`src/rtl/rkg_pkg.sv`:
```
// Shared widths, register indexes and key status codes for the small RSA block.
// No dependencies; imported by rsa_keygen_and_round_trip.
package rkg_pkg;

	// Fixed field widths
	localparam int WORD_W     = 32;
	localparam int SEED_W     = 16;
	localparam int CFG_IDX_W  = 2;
	localparam int CFG_DATA_W = 32;
	localparam int STATUS_W   = 2;
	// Signed width of the Bezout coefficient and its partial products
	localparam int T_W        = WORD_W + 3;

	typedef logic [CFG_IDX_W-1:0] cfg_idx_t;
	typedef logic [STATUS_W-1:0]  key_status_t;

	// Configuration register indexes
	localparam cfg_idx_t REG_FIRST_SEED  = 2'd0;
	localparam cfg_idx_t REG_SECOND_SEED = 2'd1;
	localparam cfg_idx_t REG_PUBLIC_EXP  = 2'd2;

	// Key status codes
	localparam key_status_t ST_OK    = 2'd0;
	localparam key_status_t ST_NOINV = 2'd1;
	localparam key_status_t ST_OVF   = 2'd2;

endpackage

```
`src/rtl/rsa_keygen_and_round_trip.sv`:
```
// Small RSA block: prime search, private exponent derivation and a round trip
// of encryption and decryption, all on bit-serial datapaths.
// Depends on rkg_pkg.

// On the first transaction after reset or after a write to any of the three
// configuration registers the block derives a key: it searches up from each
// seed (low bit forced high) for a prime by trial division, one remainder bit
// per cycle, multiplies the primes one bit per cycle, and runs the extended
// Euclidean algorithm with a bit-serial divider. The key is then cached.
// Each message costs a serial reduction of the message modulo n plus two
// modular exponentiations of 32 exponent bits; each exponent bit takes a
// serial modular squaring and, for a set bit, a serial multiply. Without an
// inverse the decryption is skipped; with an overflowed key encryption and
// decryption are both skipped and both results are zero. Key derivation
// adds the trial divisions, one per odd divisor tried, and the Euclid steps.
// One message is handled at a time; a result waits in the output register
// while the next message may already be accepted.
module rsa_keygen_and_round_trip #(
	parameter int PRIME_WIDTH = 16
) (
	input  logic                                clk,
	input  logic                                arst_n,
	input  logic                                cfg_we,
	input  logic [rkg_pkg::CFG_IDX_W-1:0]       cfg_index,
	input  logic [rkg_pkg::CFG_DATA_W-1:0]      cfg_data,
	input  logic                                in_valid,
	output logic                                in_ready,
	input  logic [rkg_pkg::WORD_W-1:0]          message,
	output logic                                out_valid,
	input  logic                                out_ready,
	output logic [rkg_pkg::WORD_W-1:0]          cipher,
	output logic [rkg_pkg::WORD_W-1:0]          recovered,
	output logic [rkg_pkg::WORD_W-1:0]          modulus,
	output logic [rkg_pkg::WORD_W-1:0]          private_exp,
	output logic [rkg_pkg::STATUS_W-1:0]        key_status
);
	import rkg_pkg::*;

	localparam int PW = PRIME_WIDTH;
	localparam int XW = ((PW > SEED_W) ? PW : SEED_W) + 1;
	localparam int DW = (XW > WORD_W) ? XW : WORD_W;
	localparam int CW = $clog2(DW + 1);
	localparam logic [XW-1:0] LIMIT = XW'((65'd1 << PW) - 65'd1);

	typedef enum logic [3:0] {
		S_IDLE, S_PINIT, S_PCHK, S_PTEST, S_PDIV, S_PMUL, S_EEA_CHK, S_EEA_DIV,
		S_START, S_BASE, S_EBIT, S_MM, S_DONE
	} state_t;

	state_t state_q;

	// Configuration and cached key
	logic [SEED_W-1:0]  seed0_q, seed1_q;
	logic [WORD_W-1:0]  pexp_q;
	logic               key_ready_q;
	logic [PW-1:0]      p_q, qsh_q;
	logic [WORD_W-1:0]  n_q, phi_q, secret_q;
	key_status_t        status_q;

	// Prime search
	logic               sel_q;
	logic [XW-1:0]      x_q, f_q;
	logic [XW:0]        sq_q;

	// Shared restoring divider
	logic [DW-1:0]      dsh_q, rem_q, dv_q;
	logic [CW-1:0]      cnt_q;
	logic [DW:0]        rem2, rem_nx;
	logic               dge;

	// Serial product of the primes
	logic [2*PW-1:0]    pm_q, pm_nx;
	logic [2*PW+31:0]   pm_wide;
	logic [WORD_W-1:0]  phi_nx;

	// Extended Euclid
	logic [WORD_W-1:0]          r0_q, r1_q;
	logic signed [T_W-1:0]      t0_q, t1_q, prod_q, prod_nx, tfix;

	// Exponentiation and serial modular multiply
	logic [WORD_W-1:0]  msg_q, base_q, acc_q, esh_q, ma_q, mb_q, mr_q, mr_nx;
	logic [WORD_W-1:0]  c_q, rec_q;
	logic [5:0]         ecnt_q;
	logic               pass_q, mulph_q;
	logic [WORD_W+1:0]  mt, mt1, mt2, n34;

	assign in_ready = (state_q == S_IDLE);

	// Divider step: bring down one dividend bit, subtract when it fits
	always_comb begin
		rem2    = {rem_q, dsh_q[DW-1]};
		dge     = (rem2 >= {1'b0, dv_q});
		rem_nx  = dge ? (rem2 - {1'b0, dv_q}) : rem2;
		prod_nx = (prod_q <<< 1) + (dge ? t1_q : T_W'(0));
	end

	// Multiplier step for the prime product and the totient
	always_comb begin
		pm_nx   = (pm_q << 1) + (qsh_q[PW-1] ? (2*PW)'(p_q) : (2*PW)'(0));
		pm_wide = {32'b0, pm_nx};
		phi_nx  = pm_wide[WORD_W-1:0] - WORD_W'(p_q) - WORD_W'(x_q) + WORD_W'(1);
	end

	// Interleaved modular multiply step: double, add, reduce below n
	always_comb begin
		n34 = {2'b00, n_q};
		mt  = ({2'b00, mr_q} << 1) + (ma_q[WORD_W-1] ? {2'b00, mb_q} : '0);
		mt1 = mt - n34;
		mt2 = mt - (n34 << 1);
		if (mt >= (n34 << 1)) begin
			mr_nx = mt2[WORD_W-1:0];
		end else if (mt >= n34) begin
			mr_nx = mt1[WORD_W-1:0];
		end else begin
			mr_nx = mt[WORD_W-1:0];
		end
	end

	// Bring a negative coefficient into range
	assign tfix = (t0_q < 0) ? (t0_q + signed'({3'b000, phi_q})) : t0_q;

	// Sequencer, configuration and output register
	always_ff @(posedge clk or negedge arst_n) begin
		if (!arst_n) begin
			state_q     <= S_IDLE;
			seed0_q     <= SEED_W'(3);
			seed1_q     <= SEED_W'(5);
			pexp_q      <= WORD_W'(3);
			key_ready_q <= 1'b0;
			status_q    <= ST_OK;
			secret_q    <= '0;
			out_valid   <= 1'b0;
		end else begin
			// writes to the configuration registers drop the cached key
			if (cfg_we) begin
				unique case (cfg_index)
					REG_FIRST_SEED: begin
						seed0_q     <= cfg_data[SEED_W-1:0];
						key_ready_q <= 1'b0;
					end
					REG_SECOND_SEED: begin
						seed1_q     <= cfg_data[SEED_W-1:0];
						key_ready_q <= 1'b0;
					end
					REG_PUBLIC_EXP: begin
						pexp_q      <= cfg_data;
						key_ready_q <= 1'b0;
					end
					default: ;
				endcase
			end

			// drop the result once taken, unless a new one replaces it
			if (out_valid && out_ready && state_q != S_DONE) begin
				out_valid <= 1'b0;
			end

			unique case (state_q)
				S_IDLE: begin
					if (in_valid) begin
						msg_q   <= message;
						sel_q   <= 1'b0;
						state_q <= key_ready_q ? S_START : S_PINIT;
					end
				end
				S_PINIT: begin
					x_q     <= XW'(sel_q ? seed1_q : seed0_q) | XW'(1);
					state_q <= S_PCHK;
				end
				S_PCHK: begin
					if (x_q > LIMIT) begin
						n_q         <= '0;
						secret_q    <= '0;
						status_q    <= ST_OVF;
						key_ready_q <= 1'b1;
						state_q     <= S_START;
					end else if (x_q == XW'(1)) begin
						x_q <= x_q + XW'(2);
					end else begin
						f_q     <= XW'(3);
						sq_q    <= (XW+1)'(9);
						state_q <= S_PTEST;
					end
				end
				S_PTEST: begin
					if (sq_q > {1'b0, x_q}) begin
						// candidate is prime
						if (!sel_q) begin
							p_q     <= PW'(x_q);
							sel_q   <= 1'b1;
							state_q <= S_PINIT;
						end else begin
							qsh_q   <= PW'(x_q);
							pm_q    <= '0;
							cnt_q   <= CW'(PW);
							state_q <= S_PMUL;
						end
					end else begin
						dsh_q   <= DW'(x_q);
						rem_q   <= '0;
						dv_q    <= DW'(f_q);
						cnt_q   <= CW'(DW);
						state_q <= S_PDIV;
					end
				end
				S_PDIV: begin
					dsh_q <= dsh_q << 1;
					rem_q <= rem_nx[DW-1:0];
					cnt_q <= cnt_q - CW'(1);
					if (cnt_q == CW'(1)) begin
						if (rem_nx == '0) begin
							x_q     <= x_q + XW'(2);
							state_q <= S_PCHK;
						end else begin
							f_q     <= f_q + XW'(2);
							sq_q    <= sq_q + (XW+1)'({f_q, 2'b00}) + (XW+1)'(4);
							state_q <= S_PTEST;
						end
					end
				end
				S_PMUL: begin
					pm_q  <= pm_nx;
					qsh_q <= qsh_q << 1;
					cnt_q <= cnt_q - CW'(1);
					if (cnt_q == CW'(1)) begin
						if (|pm_wide[2*PW+31:WORD_W]) begin
							n_q         <= '0;
							secret_q    <= '0;
							status_q    <= ST_OVF;
							key_ready_q <= 1'b1;
							state_q     <= S_START;
						end else begin
							n_q     <= pm_wide[WORD_W-1:0];
							phi_q   <= phi_nx;
							r0_q    <= phi_nx;
							r1_q    <= pexp_q;
							t0_q    <= '0;
							t1_q    <= T_W'(1);
							state_q <= S_EEA_CHK;
						end
					end
				end
				S_EEA_CHK: begin
					if (r1_q == '0) begin
						if (r0_q == WORD_W'(1)) begin
							secret_q <= tfix[WORD_W-1:0];
							status_q <= (tfix[WORD_W-1:0] == '0) ? ST_NOINV : ST_OK;
						end else begin
							secret_q <= '0;
							status_q <= ST_NOINV;
						end
						key_ready_q <= 1'b1;
						state_q     <= S_START;
					end else begin
						dsh_q   <= DW'(r0_q);
						rem_q   <= '0;
						dv_q    <= DW'(r1_q);
						prod_q  <= '0;
						cnt_q   <= CW'(DW);
						state_q <= S_EEA_DIV;
					end
				end
				S_EEA_DIV: begin
					dsh_q  <= dsh_q << 1;
					rem_q  <= rem_nx[DW-1:0];
					prod_q <= prod_nx;
					cnt_q  <= cnt_q - CW'(1);
					if (cnt_q == CW'(1)) begin
						r0_q    <= r1_q;
						r1_q    <= rem_nx[WORD_W-1:0];
						t0_q    <= t1_q;
						t1_q    <= t0_q - prod_nx;
						state_q <= S_EEA_CHK;
					end
				end
				S_START: begin
					if (status_q == ST_OVF) begin
						c_q     <= '0;
						rec_q   <= '0;
						state_q <= S_DONE;
					end else begin
						dsh_q   <= DW'(msg_q);
						rem_q   <= '0;
						dv_q    <= DW'(n_q);
						cnt_q   <= CW'(DW);
						state_q <= S_BASE;
					end
				end
				S_BASE: begin
					dsh_q <= dsh_q << 1;
					rem_q <= rem_nx[DW-1:0];
					cnt_q <= cnt_q - CW'(1);
					if (cnt_q == CW'(1)) begin
						base_q  <= rem_nx[WORD_W-1:0];
						acc_q   <= WORD_W'(1);
						esh_q   <= pexp_q;
						ecnt_q  <= 6'(WORD_W);
						pass_q  <= 1'b0;
						state_q <= S_EBIT;
					end
				end
				S_EBIT: begin
					if (ecnt_q == '0) begin
						if (!pass_q) begin
							c_q <= acc_q;
							if (status_q == ST_OK) begin
								base_q  <= acc_q;
								acc_q   <= WORD_W'(1);
								esh_q   <= secret_q;
								ecnt_q  <= 6'(WORD_W);
								pass_q  <= 1'b1;
							end else begin
								rec_q   <= '0;
								state_q <= S_DONE;
							end
						end else begin
							rec_q   <= acc_q;
							state_q <= S_DONE;
						end
					end else begin
						ma_q    <= acc_q;
						mb_q    <= acc_q;
						mr_q    <= '0;
						cnt_q   <= CW'(WORD_W);
						mulph_q <= 1'b0;
						state_q <= S_MM;
					end
				end
				S_MM: begin
					if (cnt_q == CW'(1) && !mulph_q && esh_q[WORD_W-1]) begin
						// square done, multiply by the base
						ma_q    <= mr_nx;
						mb_q    <= base_q;
						mr_q    <= '0;
						cnt_q   <= CW'(WORD_W);
						mulph_q <= 1'b1;
					end else begin
						ma_q  <= ma_q << 1;
						mr_q  <= mr_nx;
						cnt_q <= cnt_q - CW'(1);
						if (cnt_q == CW'(1)) begin
							acc_q   <= mr_nx;
							esh_q   <= esh_q << 1;
							ecnt_q  <= ecnt_q - 6'd1;
							state_q <= S_EBIT;
						end
					end
				end
				S_DONE: begin
					if (!out_valid || out_ready) begin
						out_valid   <= 1'b1;
						cipher      <= c_q;
						recovered   <= rec_q;
						modulus     <= n_q;
						private_exp <= secret_q;
						key_status  <= status_q;
						state_q     <= S_IDLE;
					end
				end
				default: state_q <= S_IDLE;
			endcase
		end
	end

endmodule
```
`config.mk`:
```
export PLATFORM = sky130hd
export DESIGN_NAME = rsa_keygen_and_round_trip
export DESIGN_NICKNAME = d
export VERILOG_FILES = /design/src/rtl/rkg_pkg.sv /design/src/rtl/rsa_keygen_and_round_trip.sv
export SDC_FILE = /design/constraint.sdc
export NUM_CORES = 2
export LEC_CHECK = 0
export BUFFER_PORTS_ARGS = -buffer_cell sky130_fd_sc_hd__buf_2
export CORE_ASPECT_RATIO = 1.1
export CORE_UTILIZATION = 60
export CTS_CLUSTER_SIZE = 8
export DETAILED_ROUTE_END_ITERATION = 10
export HOLD_SLACK_MARGIN = 0.08
export PLACE_DENSITY = 0.78
export SYNTH_ARGS = -nofsm -noshare
export SYNTH_HDL_FRONTEND = slang
export SYNTH_SLANG_ARGS = --single-unit
```
`constraint.sdc`:
```
create_clock -name clk -period 15.34 [get_ports clk]
set_input_delay 0.767 -clock clk [delete_from_list [all_inputs] [get_ports clk]]
set_output_delay 0.767 -clock clk [all_outputs]
set_load 0.01 [all_outputs]
```
---- Word level (Yosys, flattened, before mapping) ----
Index checks and enable logic that the tools add are counted.
operators by class
  $add $sub $neg .......................... 17
  $lt $le $gt $ge ......................... 6
  equal/unequal tests ..................... 50
  muxes and demuxes ....................... 150
  bitwise gates (word level) .............. 1
  reductions and logical operators ........ 59
operator list
  cell                 number
  $mux 32              46
  $pmux 32 s2          10
  $pmux 32 s3          3
  $pmux 32 s4          2
  $mux 35              5
  $pmux 35 s2          2
  $mux 17              8
  $mux 18              4
  $mux 6               12
  $pmux 34 s2          1
  $logic_not 32->1     2
  $mux 16              4
  $sub 32x32->32       2
  $mux 31              2
  $pmux 31 s2          1
  $mux 4               14
  $ne 2x2->1 const B   26
  $pmux 17 s3          1
  $pmux 4 s12          1
  $pmux 18 s2          1
  $pmux 6 s6           1
  $add 35x35->35       1
  $lt 35x1->1 const B  1
  $sub 35x35->35       1
  other kinds (60)     132
storage, ports and cells
  flip-flop bits (word level) ............. 980
  input bits .............................. 71
  word-level logic and storage cells ...... 326

---- Logic depth before layout (Yosys ltp) ----
  word-level depth ........................ 8
  mapped depth ............................ 39
  depth with buffers taken out ............ 34

---- Worst setup path before layout ----
OpenSTA, ideal clock, no wires.
  path kind ............................... register to register
  start ................................... register state_q[1]
  end ..................................... register cipher[0] (netlist name) (enable)
  library setup time ...................... 0.778 ns
  arrival ................................. 10.078 ns
  required time ........................... 14.562 ns
  setup slack ............................. 4.484 ns
  cell stages (with the launch flop) ...... 6
  clock period less this slack ............ 10.856 ns
  cells stage by stage .................... dfrtp_1 -> clkbuf_1 -> or2_2 -> clkbuf_1 -> buf_1 -> nor3_1
on the way
  cells in the longest elaborated chain, start to end .. 2
RTL lines
  element                     line                              RTL
  from (decl)                 rsa_keygen_and_round_trip.sv:50   state_t state_q;
  from (signal assigned)      rsa_keygen_and_round_trip.sv:163  state_q <= key_ready_q ? S_START : S_PINIT;
  $eq 4x4->1                  rsa_keygen_and_round_trip.sv:158  unique case (state_q)
  $reduce_and 3->1 (no line)  n/a
  to (signal assigned)        rsa_keygen_and_round_trip.sv:352  cipher <= c_q;
  to (decl)                   rsa_keygen_and_round_trip.sv:31   output logic [rkg_pkg::WORD_W-1:0] cipher,
No other way between the ends.
A chain may end at the register's enable or synchronous reset.

---- Final worst setup path ----
  start ................................... register rem_q[5]
  end ..................................... register t1_q[34] (data pin)
on the way
  cells in the longest elaborated chain, start to end .. 6
RTL lines
  element                 line                              RTL
  from (decl)             rsa_keygen_and_round_trip.sv:66   logic [DW-1:0] dsh_q, rem_q, dv_q;
  from (signal assigned)  rsa_keygen_and_round_trip.sv:208  rem_q <= rem_nx[DW-1:0];
  from (signal assigned)  rsa_keygen_and_round_trip.sv:265  rem_q <= rem_nx[DW-1:0];
  from (signal assigned)  rsa_keygen_and_round_trip.sv:291  rem_q <= rem_nx[DW-1:0];
  $ge 33x32->1            rsa_keygen_and_round_trip.sv:92   dge = (rem2 >= {1'b0, dv_q});
  $mux 35                 rsa_keygen_and_round_trip.sv:94   prod_nx = (prod_q <<< 1) + (dge ? t1_q : T_W'(0));
  $add 35x35->35          rsa_keygen_and_round_trip.sv:94
  $sub 35x35->35          rsa_keygen_and_round_trip.sv:272  t1_q <= t0_q - prod_nx;
  $mux 35                 rsa_keygen_and_round_trip.sv:268  if (cnt_q == CW'(1)) begin
  $pmux 35 s2             rsa_keygen_and_round_trip.sv:158
  to (signal assigned)    rsa_keygen_and_round_trip.sv:272
  to (decl)               rsa_keygen_and_round_trip.sv:78   logic signed [T_W-1:0] t0_q, t1_q, prod_q, prod_nx, tfix;
No other way between the ends. The select of a mux whose other input is x is not followed.

==> impl_metrics.json <==
{
  "critPathCaptureType": "register",
  "rows": 115,
  "tightest_slew_ns": 1.14,
  "cts.clk_slew.worst_paths_ns": 0.05,
  "floorplan.die.width_um": 290,
  "globalRouteTotalUtil_pct": 34.5,
  "syn-mean-instance-area_um2": 11.0,
  "hold_violations": 0,
  "cp-start-kind": "register",
  "min-delay-start": "message[31]",
  "cpMaxStageDelayCell": "o311ai_0",
  "clock-skew-final_ns": 0.0542,
  "buffer_ports.inserted": 202,
  "wl_per_cell_um": 25.2,
  "synth_seq_area_share_pct": 52.3,
  "timing.setup.critical_path_class": "reg -> reg",
  "synth_area_mm2": 0.0548,
  "netlist-cell-type-count": 85,
  "data_arrival_time_at_the_worst_slack_endpoint_ns": 10.01,
  "ant_nets": 0,
  "ctsRootBufferMaster": "clkbuf_16",
  "numClockSinks": 972,
  "synth_async_sr_flop_share_pct": 10.5,
  "fp.dieArea_mm2": 0.0925,
  "place_hpwl_mm": 118,
  "chipHeight_um": 319,
  "switchingPower_mw": 4.82,
  "cp-startpoint": "rem_q[5]",
  "slew_headroom_pct": 23.5,
  "holdBufCountCts": 1,
  "period_utilisation_layout_pct": 62.1,
  "synth_top_flop_cell": "edfxtp_1",
  "syn_nets": 5412,
  "power.combinational.fraction_pct": 44.0,
  "grt_first_pass_wirelength_mm": 241,
  "drtIter0Drc": 4899,
  "fin_setup_tns_ns": 0,
  "clkPwrFrac_pct": 24.5,
  "cellPowerDensity_mw_per_mm2": 193,
  "critPathMaxFanout": 44,
  "seqPwrFrac_pct": 31.5,
  "power_mw": 11.8,
  "n_fill_cell": 6671,
  "report.final.slew_viol_count": 0,
  "grt_setup_unrepaired": "false",
  "globalRouteOverflowTotal": 0,
  "max-cap-violations": 0,
  "synth_enable_flop_cells": 870,
  "grtUsageMet2_pct": 56.1,
  "max_stage_delay_ns": 0.66,
  "most_repeated_library_cell_on_the_critical_path": "o21ai_0",
  "synthAdderAreaFrac_pct": 8.49,
  "effective_utilization_at_floorplan_pct": 60.9,
  "synth.mux.area_fraction_pct": 3.99,
  "power.static_leakage_nw": 24.9,
  "worst_hold_path_class": "in -> reg",
  "cts_resized": 0,
  "grt_antenna_before_repair": 2,
  "vdd_ir_drop_max_mv": 0.150,
  "synth_seq_cells": 972,
  "synth_top_family_by_area": "compound AO/OA/AOI/OAI gates",
  "yosys_warnings": 0,
  "io_pins": 203,
  "worst_r2r_startpoint": "rem_q[5]",
  "number_of_buffers_inserted_during_clock_tree_synthesis": 139,
  "finalWeightedCongestion": 1.00,
  "finalSetupViolations": 0,
  "post_synth_and_or_nand_nor_area_fraction_pct": 13.8,
  "insertion_delay_ns": 0.77,
  "synth_compound_gate_area_share_pct": 13.8,
  "drt_drc_violations_left": 0,
  "grt_util_met3_pct": 5.02,
  "fraction_of_met1_tracks_used_by_global_routing_pct": 44.1,
  "timing.critical_path.required_ns": 15.82,
  "detail_route.vias_per_cell": 6.47,
  "internal-power_mw": 6.97,
  "clockBufferDepth": 3,
  "tritoncts": "yes",
  "maximum_number_of_pins_on_one_net_before_global_route_repair": 73,
  "layout_min_cycle_time_ns": 9.53,
  "drt_first_pass_iters": 8,
  "layout-area-overhead-vs-synth_pct": 11.7,
  "nNetsFinal": 5615,
  "core_area_mm2": 0.0899,
  "synthesized_area_fraction_occupied_by_xor_and_xnor_cells_pct": 4.57,
  "antenna_cells_inserted": 0,
  "vias": 41600,
  "run_status": "completed",
  "clock.fmax_mhz": 105,
  "drive_above_1_share_pct": 11.0,
  "htree_levels": 4,
  "layout_top_registers": "t0_q x35, t1_q x35, prod_q x34",
  "drt-total-wl_mm": 162,
  "switching_power_as_a_share_of_total_power_pct": 40.9,
  "cts_setup_buffers": 0,
  "syn-instance-count": 4986,
  "grt_pass1_vias": 39800,
  "grt_most_used_layer": "met2"
}
==> kinds of logic (layout without fill, tap and decap cells) <==
family	count (synthesis)	in the layout
AND/OR/NAND/NOR	1573	1573
adder cells (fa/ha/maj)	358	358
flip-flops	972	972
AO/OA/AOI/OAI	1156	1156
XOR/XNOR	286	286
buffers and inverters	436	712
multiplexers	205	205
==> metrics by stage <==
| stage | hold slack [ns] | util (%) | instances | worst slack [ns] | area [um^2] |
|---|---|---|---|---|---|
| final | 0.185 | 68.0 | 6432 | 5.81 | 61200 |
| after global routing | 0.178 | 68.0 | 6432 | 5.20 | 61200 |
| after CTS | 0.165 | 68.0 | 6432 | 6.00 | 61200 |
| after detailed placement | 0.405 | 63.5 | 6217 | 6.05 | 57100 |
| after global placement | 0.400 | 63.5 | 6217 | 6.31 | 57100 |
| after floorplan | 0.400 | - | 4986 | 4.48 | 54800 |
==> metal layers <==
layer  up-vias  wire length [um]
met5         -                 0
met4         0             10300
met3       353             13600
met2      2187             76800
met1     20300             61200
li1      18800                 -
==> final cells by class <==
| cell class | instances | area, um^2 | share of cell area [%] |
|---|---|---|---|
| sequential | 972 | 28700 | 46.9 |
| tap | 1170 | 1460 | 2.39 |
| clock inverter | 14 | 353 | 0.577 |
| timing repair buffer | 254 | 1410 | 2.30 |
| inverter | 244 | 916 | 1.50 |
| multi-input combinational | 3578 | 24600 | 40.3 |
| clock buffer | 200 | 3730 | 6.09 |
==> cells in the mapped netlist, drive strengths merged, types with 11 or more instances <==
| cell type | n | share of area [%] |
|---|---|---|
| or3 | 24 | 0.27 |
| a21oi | 307 | 2.8 |
| o211ai | 27 | 0.37 |
| inv | 244 | 1.7 |
| o21ai | 255 | 2.3 |
| a22o | 33 | 0.53 |
| buf | 29 | 0.24 |
| a21boi | 12 | 0.16 |
| mux2i | 105 | 1.9 |
| xor2 | 94 | 1.5 |
| a21o | 173 | 2.4 |
| nor3 | 80 | 0.73 |
| a211oi | 24 | 0.34 |
| and2 | 147 | 1.7 |
| clkbuf | 163 | 1.1 |
| nand3 | 84 | 0.77 |
| nand2 | 481 | 3.3 |
| a221o | 28 | 0.51 |
| a222oi | 15 | 0.27 |
| nor4 | 36 | 0.41 |
| nand4 | 40 | 0.46 |
| fa | 24 | 0.88 |
| o311ai | 15 | 0.24 |
| a31o | 11 | 0.18 |
| ha | 331 | 7.6 |
| nor3b | 14 | 0.19 |
| nand2b | 32 | 0.37 |
| mux2 | 100 | 2.1 |
| a31oi | 34 | 0.39 |
| a211o | 12 | 0.19 |
| and3 | 113 | 1.3 |
| xnor2 | 192 | 3.1 |
| a22oi | 22 | 0.30 |
| o31ai | 29 | 0.40 |
| o21bai | 55 | 0.75 |
| o21a | 30 | 0.41 |
| nor2 | 395 | 2.7 |
| and4 | 11 | 0.18 |
| edfxtp | 870 | 48 |
| dfrtp | 98 | 4.5 |
| nor2b | 68 | 0.78 |
| or2 | 19 | 0.22 |
==> worst paths after layout <==
kind                            endpoint  slack [ns]  depth (start not counted)
setup / recovery                t1_q[34]        5.81                         33
hold / removal                 msg_q[31]        0.19                          1
setup reg to reg                t1_q[34]        5.81                         33
hold reg to reg            recovered[11]        0.40                          0
max in group asynchronous   secret_q[25]       13.34                          3
min in group asynchronous     seed1_q[7]        0.62                          2
==> power groups by stage <==
stage	logic [mW]	clock network (mW)	registers, mW
floorplan	3.49	0	3.67
global placement	4.94	0	3.74
detailed placement	5.01	0	3.75
CTS	5.07	2.90	3.71
global route	5.55	3.01	3.74
finish	5.19	2.89	3.72
==> cell usage in the layout (no fill, tap or decap), types with 24 or more instances in the layout <==
master / n
and3_1: 112
ha_1: 331
a21oi_1: 302
nor2b_1: 67
dfrtp_1: 97
or3_1: 24
o21a_1: 29
nor3_1: 75
nand3_1: 82
buf_4: 52
buf_2: 201
xnor2_1: 192
o211ai_1: 27
a22o_1: 33
nor4_1: 35
mux2i_1: 105
o21bai_1: 55
and2_1: 146
inv_1: 243
nand2_1: 480
edfxtp_1: 870
o31ai_1: 29
clkbuf_1: 60
nor2_1: 384
a21o_1: 173
clkbuf_16: 140
a221o_1: 28
nand4_1: 40
xor2_1: 94
o21ai_0: 243
mux2_2: 94
fa_1: 24
a31oi_1: 34
nand2b_1: 32
==> worst max-delay path, delay by kind of cell (launching register included) <==
family | cells | cell delay [ns]
simple gates | 6 | 1.04
fa+ha+maj | 4 | 1.39
compound gates | 21 | 5.92
flops | 1 | 0.42
xor+xnor | 2 | 0.40
Note: power is estimated with default switching activity, not from simulation.
